==> config.mk <==
export PLATFORM = sky130hd
export DESIGN_NAME = k_way_sorted_merge_unit
export DESIGN_NICKNAME = d
export VERILOG_FILES = /design/src/rtl/kwm_pkg.sv /design/src/rtl/kwm_cell.sv /design/src/rtl/k_way_sorted_merge_unit.sv
export SDC_FILE = /design/constraint.sdc
export NUM_CORES = 2
export LEC_CHECK = 0
export CELL_PAD_IN_SITES_DETAIL_PLACEMENT = 0
export CELL_PAD_IN_SITES_GLOBAL_PLACEMENT = 1
export CORE_ASPECT_RATIO = 1.4
export CORE_MARGIN = 2
export CORE_UTILIZATION = 50
export CTS_BUF_LIST = sky130_fd_sc_hd__clkbuf_16
export CTS_CLUSTER_DIAMETER = 60
export CTS_CLUSTER_SIZE = 30
export DETAILED_ROUTE_END_ITERATION = 6
export DONT_BUFFER_PORTS = 1
export HOLD_SLACK_MARGIN = 0.08
export PLACE_DENSITY_LB_ADDON = 0.1
export SLEW_MARGIN = 20
export SYNTH_ARGS = -nofsm -noshare
export SYNTH_HDL_FRONTEND = slang
export SYNTH_SLANG_ARGS = --single-unit
==> constraint.sdc <==
create_clock -name i_clk -period 12.5 [get_ports i_clk]
set_input_delay 1.875 -clock i_clk [delete_from_list [all_inputs] [get_ports i_clk]]
set_output_delay 1.875 -clock i_clk [all_outputs]
set_load 0.05 [all_outputs]
==> src/rtl/kwm_pkg.sv <==
`timescale 1ns / 1ps

package kwm_pkg;

    localparam int MAX_LISTS    = 16;
    localparam int VALUE_BITS   = 32;
    localparam int IDX_BITS     = $clog2(MAX_LISTS);
    localparam int CNT_BITS     = $clog2(MAX_LISTS + 1);
    localparam int CFG_BITS     = 5;
    localparam int S_DATA_BITS  = ((IDX_BITS + VALUE_BITS + 7) / 8) * 8;
    localparam int M_DATA_BITS  = ((VALUE_BITS + IDX_BITS + 7) / 8) * 8;
    localparam logic [CFG_BITS-1:0] LIST_COUNT_RESET = CFG_BITS'(16);

    typedef struct packed {
        logic [VALUE_BITS-1:0] value;
        logic [IDX_BITS-1:0]   source;
    } t_entry;

    // per-cell control broadcast from the sequencer
    typedef struct packed {
        logic ins;
        logic pop;
        logic occupied;
    } t_cell_ctrl;

    // true if entry a must sit ahead of entry b: signed value, then lower stream
    function automatic logic goes_before(input t_entry a, input t_entry b);
        logic [VALUE_BITS-1:0] ka;
        logic [VALUE_BITS-1:0] kb;
        ka = a.value ^ {1'b1, {(VALUE_BITS-1){1'b0}}};
        kb = b.value ^ {1'b1, {(VALUE_BITS-1){1'b0}}};
        return (ka < kb) || ((ka == kb) && (a.source < b.source));
    endfunction

    function automatic logic [CNT_BITS-1:0] effective_count(input logic [CFG_BITS-1:0] c);
        if (c == '0) begin
            return CNT_BITS'(1);
        end else if (32'(c) > MAX_LISTS) begin
            return CNT_BITS'(MAX_LISTS);
        end else begin
            return CNT_BITS'(c);
        end
    endfunction

endpackage

==> src/rtl/kwm_cell.sv <==
`timescale 1ns / 1ps

module kwm_cell import kwm_pkg::*; (
    input  logic       i_clk,
    input  t_cell_ctrl i_ctrl,
    input  t_entry     i_new,
    input  t_entry     i_left,
    input  logic       i_left_before,
    input  t_entry     i_right,
    output t_entry     o_entry,
    output logic       o_before
);

    t_entry r_entry;

    // an empty cell always yields to the new entry; on equal values the lower stream index goes first
    assign o_before = !i_ctrl.occupied || goes_before(i_new, r_entry);
    assign o_entry  = r_entry;

    always_ff @(posedge i_clk) begin
        if (i_ctrl.pop) begin
            r_entry <= i_right;
        end else if (i_ctrl.ins && o_before) begin
            r_entry <= i_left_before ? i_left : i_new;
        end
    end

endmodule

==> src/rtl/k_way_sorted_merge_unit.sv <==
`timescale 1ns / 1ps

// K-way sorted merge. Pending stream heads live in a row of MAX_LISTS cells kept in
// ascending order (signed value, then lower stream index); an insert shifts the larger
// entries one cell right, and taking the head shifts the whole row one cell left. An
// answer (s-side transfer: list_index and value in tdata, exhausted flag in tuser) is
// accepted while the unit is in S_ACCEPT. An answer that is not exhausted is inserted
// into the row; once the answer that completes the count is in, S_EMIT loads the output
// register with the smallest head (or the done marker in tuser) and shifts the row.
// S_EMIT waits while the output register holds a result that is not yet taken.
// A list_count write takes effect at the next rearm, after a done marker; reset
// restores LIST_COUNT_RESET. 0 counts as 1 and values above MAX_LISTS count as MAX_LISTS.
module k_way_sorted_merge_unit import kwm_pkg::*; (
    input  logic                   i_clk,
    input  logic                   i_rst_n,
    input  logic                   i_s_tvalid,
    output logic                   o_s_tready,
    input  logic [S_DATA_BITS-1:0] i_s_tdata,   // list_index, element_value, zero fill
    input  logic                   i_s_tuser,   // list_exhausted
    output logic                   o_m_tvalid,
    input  logic                   i_m_tready,
    output logic [M_DATA_BITS-1:0] o_m_tdata,   // merged_value, from_list, zero fill
    output logic                   o_m_tuser,   // merge_done
    input  logic                   i_cfg_valid,
    output logic                   o_cfg_ready,
    input  logic [CFG_BITS-1:0]    i_cfg_data
);

    typedef enum logic {
        S_ACCEPT,
        S_EMIT
    } t_state;

    t_state                r_state;
    logic [CNT_BITS-1:0]   r_held;
    logic [CNT_BITS-1:0]   r_awaited;
    logic [CFG_BITS-1:0]   r_list_count;
    logic                  r_m_valid;
    logic [VALUE_BITS-1:0] r_m_value;
    logic [IDX_BITS-1:0]   r_m_from;
    logic                  r_m_done;

    logic                  s_xfer;
    logic                  out_free;
    logic                  emit;
    logic [CNT_BITS-1:0]   n_awaited;
    t_entry                w_new;
    t_entry                w_entry  [MAX_LISTS];
    logic                  w_before [MAX_LISTS];
    t_cell_ctrl            w_ctrl   [MAX_LISTS];

    assign o_s_tready  = (r_state == S_ACCEPT);
    assign o_cfg_ready = 1'b1;
    assign s_xfer      = i_s_tvalid && o_s_tready;
    assign out_free    = !r_m_valid || i_m_tready;
    assign emit        = (r_state == S_EMIT) && out_free;
    assign n_awaited   = r_awaited - CNT_BITS'(1);

    assign w_new.source = i_s_tdata[IDX_BITS-1:0];
    assign w_new.value  = i_s_tdata[IDX_BITS +: VALUE_BITS];

    assign o_m_tvalid = r_m_valid;
    assign o_m_tdata  = M_DATA_BITS'({r_m_from, r_m_value});
    assign o_m_tuser  = r_m_done;

    genvar gi;
    generate
        for (gi = 0; gi < MAX_LISTS; gi++) begin : g_cell
            assign w_ctrl[gi].ins      = s_xfer && !i_s_tuser;
            assign w_ctrl[gi].pop      = emit && (r_held != '0);
            assign w_ctrl[gi].occupied = (CNT_BITS'(gi) < r_held);
            if (gi == 0) begin : g_first
                kwm_cell u_cell (
                    .i_clk         (i_clk),
                    .i_ctrl        (w_ctrl[gi]),
                    .i_new         (w_new),
                    .i_left        (w_new),
                    .i_left_before (1'b0),
                    .i_right       (w_entry[gi+1]),
                    .o_entry       (w_entry[gi]),
                    .o_before      (w_before[gi])
                );
            end else if (gi == MAX_LISTS - 1) begin : g_last
                kwm_cell u_cell (
                    .i_clk         (i_clk),
                    .i_ctrl        (w_ctrl[gi]),
                    .i_new         (w_new),
                    .i_left        (w_entry[gi-1]),
                    .i_left_before (w_before[gi-1]),
                    .i_right       (w_entry[gi]),
                    .o_entry       (w_entry[gi]),
                    .o_before      (w_before[gi])
                );
            end else begin : g_mid
                kwm_cell u_cell (
                    .i_clk         (i_clk),
                    .i_ctrl        (w_ctrl[gi]),
                    .i_new         (w_new),
                    .i_left        (w_entry[gi-1]),
                    .i_left_before (w_before[gi-1]),
                    .i_right       (w_entry[gi+1]),
                    .o_entry       (w_entry[gi]),
                    .o_before      (w_before[gi])
                );
            end
        end
    endgenerate

    always_ff @(posedge i_clk) begin
        if (!i_rst_n) begin
            r_list_count <= LIST_COUNT_RESET;
        end else if (i_cfg_valid && o_cfg_ready) begin
            r_list_count <= i_cfg_data;
        end
    end

    always_ff @(posedge i_clk) begin
        if (!i_rst_n) begin
            r_state   <= S_ACCEPT;
            r_held    <= '0;
            r_awaited <= effective_count(LIST_COUNT_RESET);
            r_m_valid <= 1'b0;
        end else begin
            // drop a taken result unless a new one loads in its place
            if (r_m_valid && i_m_tready && !emit) begin
                r_m_valid <= 1'b0;
            end
            case (r_state)
                S_ACCEPT: begin
                    if (s_xfer) begin
                        if (!i_s_tuser) begin
                            r_held <= r_held + CNT_BITS'(1);
                        end
                        r_awaited <= n_awaited;
                        if (n_awaited == '0) begin
                            r_state <= S_EMIT;
                        end
                    end
                end
                S_EMIT: begin
                    if (out_free) begin
                        r_m_valid <= 1'b1;
                        if (r_held != '0) begin
                            // hand out the head; its stream answers next
                            r_m_value <= w_entry[0].value;
                            r_m_from  <= w_entry[0].source;
                            r_m_done  <= 1'b0;
                            r_held    <= r_held - CNT_BITS'(1);
                            r_awaited <= CNT_BITS'(1);
                        end else begin
                            // store drained: mark the end and rearm
                            r_m_value <= '0;
                            r_m_from  <= '0;
                            r_m_done  <= 1'b1;
                            r_awaited <= effective_count(r_list_count);
                        end
                        r_state <= S_ACCEPT;
                    end
                end
                default: begin
                    r_state <= S_ACCEPT;
                end
            endcase
        end
    end

`ifndef SYNTH
    a_held_bound: assert property (@(posedge i_clk) disable iff (!i_rst_n)
        32'(r_held) <= MAX_LISTS)
        else $error("held count above cell count");

    a_emit_none_outstanding: assert property (@(posedge i_clk) disable iff (!i_rst_n)
        (r_state == S_EMIT) |-> (r_awaited == '0))
        else $error("result stage entered with answers outstanding");

    a_accept_outstanding: assert property (@(posedge i_clk) disable iff (!i_rst_n)
        (r_state == S_ACCEPT) |-> (r_awaited != '0))
        else $error("accepting with no answer outstanding");

    a_insert_grows: assert property (@(posedge i_clk) disable iff (!i_rst_n)
        (s_xfer && !i_s_tuser) |=> (r_held == $past(r_held) + CNT_BITS'(1)))
        else $error("insert did not grow the row");

    a_done_fields_zero: assert property (@(posedge i_clk) disable iff (!i_rst_n)
        (emit && (r_held == '0)) |=> (r_m_done && (r_m_value == '0) && (r_m_from == '0)))
        else $error("done marker carries data");
`endif

endmodule
==> results.toml <==
[routing]
detail-route-antenna-nets = 0
avgViaCountPerCell = 6.06
total_wire_length_after_detailed_routing_mm = 110
drcViolationCount = 0
first_iter_violations = 2616
vias = 32300
drt_pre_antenna_iters = 6
post_drt_wl_per_cell_um = 20.6

[place]
gp_congestion = 0.869
place_hpwl_mm = 83.8
port-buffer-count = 0
placedInstanceArea_sq_mm = 0.0444

[power]
p_leak_uw = 0.0194
power_per_cell_area_mw_per_mm2 = 104
vdd_drop_max_mv = 0.0968

[floorplanning]
design.core.area_sq_mm = 0.0858
die-area_sq_mm = 0.0893
die_height_um = 353
row_count = 127
chipWidth_um = 253
pin_count = 95
initial_standard_cell_utilization_of_the_core_pct = 50.6

[clock_tree]
clock_path_buffers = 3
tritoncts.num_buffers = 47
cts.sink_count = 630
clk_pin_slew_worst_paths_ns = 0.08
post_cts_buffers = 0
cts_hold_buf = 0
post_cts_resize_count = 0
h-tree-depth = 2
tritoncts = "done"
clock_insertion_delay_worst_skew_ns = 0.64
root_buffer = "clkbuf_16"

[yosys]
postSynthCellCount = 4336
ys_async_sr_fraction_pct = 0
ys_top_cells_by_area = "edfxtp_1, ha_1, o221ai_1, inv_1, a21oi_1"
synthesis.yosys.warnings = 0
avgSynthCellArea_sq_um = 10.0
synth_seq_cells = 630
synth_edf_count = 613
synthDominantCellAreaShare_pct = 42.4
synth_sequential_area_ratio_pct = 43.2
most_area_hungry_cell_type_in_the_yosys_netlist = "edfxtp_1"
yosys.cell_types.count = 71
syn-cell-area_sq_mm = 0.0434
flip_flop_cell_with_the_highest_count_after_synthesis = "edfxtp_1"

[global_route]
pin_count_of_the_biggest_net_entering_global_routing = 229
grt_pass1_vias = 32100
grtUsageTotal_pct = 24.6
grt_first_pass_wirelength_mm = 176
grt_overflow_total = 0
grt_antenna_before_repair = 1

[worst_setup_path]
worst-endpoint-required_ns = 12.82
path_buf_inv = 5
critPathLaunchType = "primary input"
worst-endpoint-arrival_ns = 5.95
cpLargestDelayFamily = "buffers and inverters"
crit_path_top_delay_cell = "nor4_1"
path_max_fanout = 71
cp_slowest_stage_delay_ns = 1.00
crit_chain = "inv_1 -> buf_4 -> ha_1 -> nand4_1 -> nor4_1 -> o2111ai_1 -> o211ai_4 -> buf_4 -> inv_1 -> o21ai_4 -> buf_4"
worst_setup_path_end_kind = "flip-flop"
critPathKind = "in -> reg"
timing.critical_path.mode_cell = "buf_4"

[timing]
finalSetupViolations = 0
totalNegativeSetupSlack_ns = 0
finalWorstPathRequiredPeriod_ns = 5.64
hold_viol = 0
finalMaxSlewViolations = 0
timing.final.crit_share_pct = 45.1
timing.max_slew.rel_slack_pct = 15.9
fmaxAchievable_mhz = 177
clock-skew-final_ns = 0.0414
tightestPinTransition_ns = 1.25
grt_setup_unrepaired = "no"

[final_layout]
count_of_fill_cells_added_during_filler_insertion = 7802
fraction_of_layout_instances_using_a_drive_strength_above_1_pct = 4.86
multi_input_comb_area_sq_mm = 0.0218
final_cell_area_sq_mm = 0.0461
syn2layout_area_growth_pct = 6.24
antenna_cells_inserted = 0
seqCellArea_sq_mm = 0.0187
num-nets-final = 4822

[hold_path]
worst_hold_path_type = "reg -> reg"

[job]
drv.max_cap_violation_count = 0

[outcome]
run_status = "completed"
==> report_power, final <==
group          internal (uW)  switching (uW)  leakage [uW]
Combinational            238             376        0.0127
Sequential              2430            54.2       0.00588
Clock                    831             878      0.000817
Total                   3500            1310        0.0194
==> area by class of cell <==
class                      count  area share [%]
multi-input combinational   2912            47.3
sequential                   630            40.6
inverter                     568            4.62
tap                         1096            2.97
clock buffer                  48            2.60
clock inverter                37            1.04
timing repair buffer          47           0.862
==> logic make-up (layout without fill, tap and decap cells) <==
family	Yosys count	after routing	share of synthesized area, %
compound gates	1048	1048	16.0
xor+xnor	5	5	0.101
fa+ha+maj	565	565	16.3
buf+inv	797	700	7.34
flops	630	630	43.2
mux	240	240	5.63
other cells	2	5	0.0173
simple gates	1049	1049	11.4
==> synthesized netlist by cell type, types with 8 or more instances <==
master and count:
a211oi_1 18, a21boi_0 14, a21o_1 32, a21oi_1 413, a22oi_1 12, a31oi_1 11
and4_1 8, buf_1 9, buf_2 58, buf_4 21, clkbuf_1 135, dfxtp_1 17
edfxtp_1 613, ha_1 565, inv_1 568, mux2_2 36, mux2i_1 204, nand2_1 172
nand2b_1 18, nand3_1 346, nand4_1 106, nor2_1 303, nor2b_1 26, nor3_1 28
nor4_1 18, o211ai_1 28, o21a_1 12, o21ai_0 136, o221ai_1 304
==> through the flow <==
stage	hold slack (ns)	total power [uW]	utilization [%]	setup slack, ns	cells
global route	0.553	5040	53.8	6.55	5338
global placement	0.512	3130	51.8	6.24	5252
CTS	0.538	4870	53.7	6.86	5337
finish	0.537	4810	53.8	6.86	5338
detailed placement	0.518	3150	51.8	6.18	5252
floorplan	0.461	2970	-	5.64	4339
==> final timing paths <==
check | startpoint | to | slack (ns) | depth (start not counted)
setup / recovery | i_s_tdata[35] | g_cell[4].g_mid.u_cell.o_entry[35] | 6.86 | 11
hold / removal | r_awaited[1] | r_awaited[1] | 0.54 | 1
setup reg to reg | r_held[4] | g_cell[13].g_mid.u_cell.o_entry[12] | 6.96 | 7
hold reg to reg | r_awaited[1] | r_awaited[1] | 0.54 | 1
==> placed cells by master, fill, tap and decap left out, types with 32 or more instances in the layout <==
cell type / synthesis / routed
o21ai_0: 136 / 125
nand4_1: 106 / 106
edfxtp_1: 613 / 613
mux2_2: 36 / 36
nand2_1: 172 / 171
o221ai_1: 304 / 304
a21o_1: 32 / 32
nor2_1: 303 / 302
buf_4: 21 / 44
ha_1: 565 / 565
mux2i_1: 204 / 204
clkbuf_16: 0 / 48
inv_1: 568 / 568
a21oi_1: 413 / 408
nand3_1: 346 / 346
==> layer usage <==
layer  GRT usage [%]  vias up  wire length, um
met5               0        -                0
met4            7.61        0             3530
met3            2.63      138             5180
met2            41.0      808            52100
met1            33.8    15400            49200
li1                -    16000                -
==> state kept, by name (all words and copies together), names as in the netlist <==
signal / count
o_m_tvalid: 1
g_cell.g_first.u_cell.o_entry: 36
r_awaited: 5
g_cell.g_last.u_cell.o_entry: 36
r_list_count: 5
g_cell.g_mid.u_cell.o_entry: 504
r_m_from: 4
r_state: 1
r_m_value: 32
r_held: 5
o_m_tuser: 1
No activity file was read; power rests on OpenSTA's default activity.
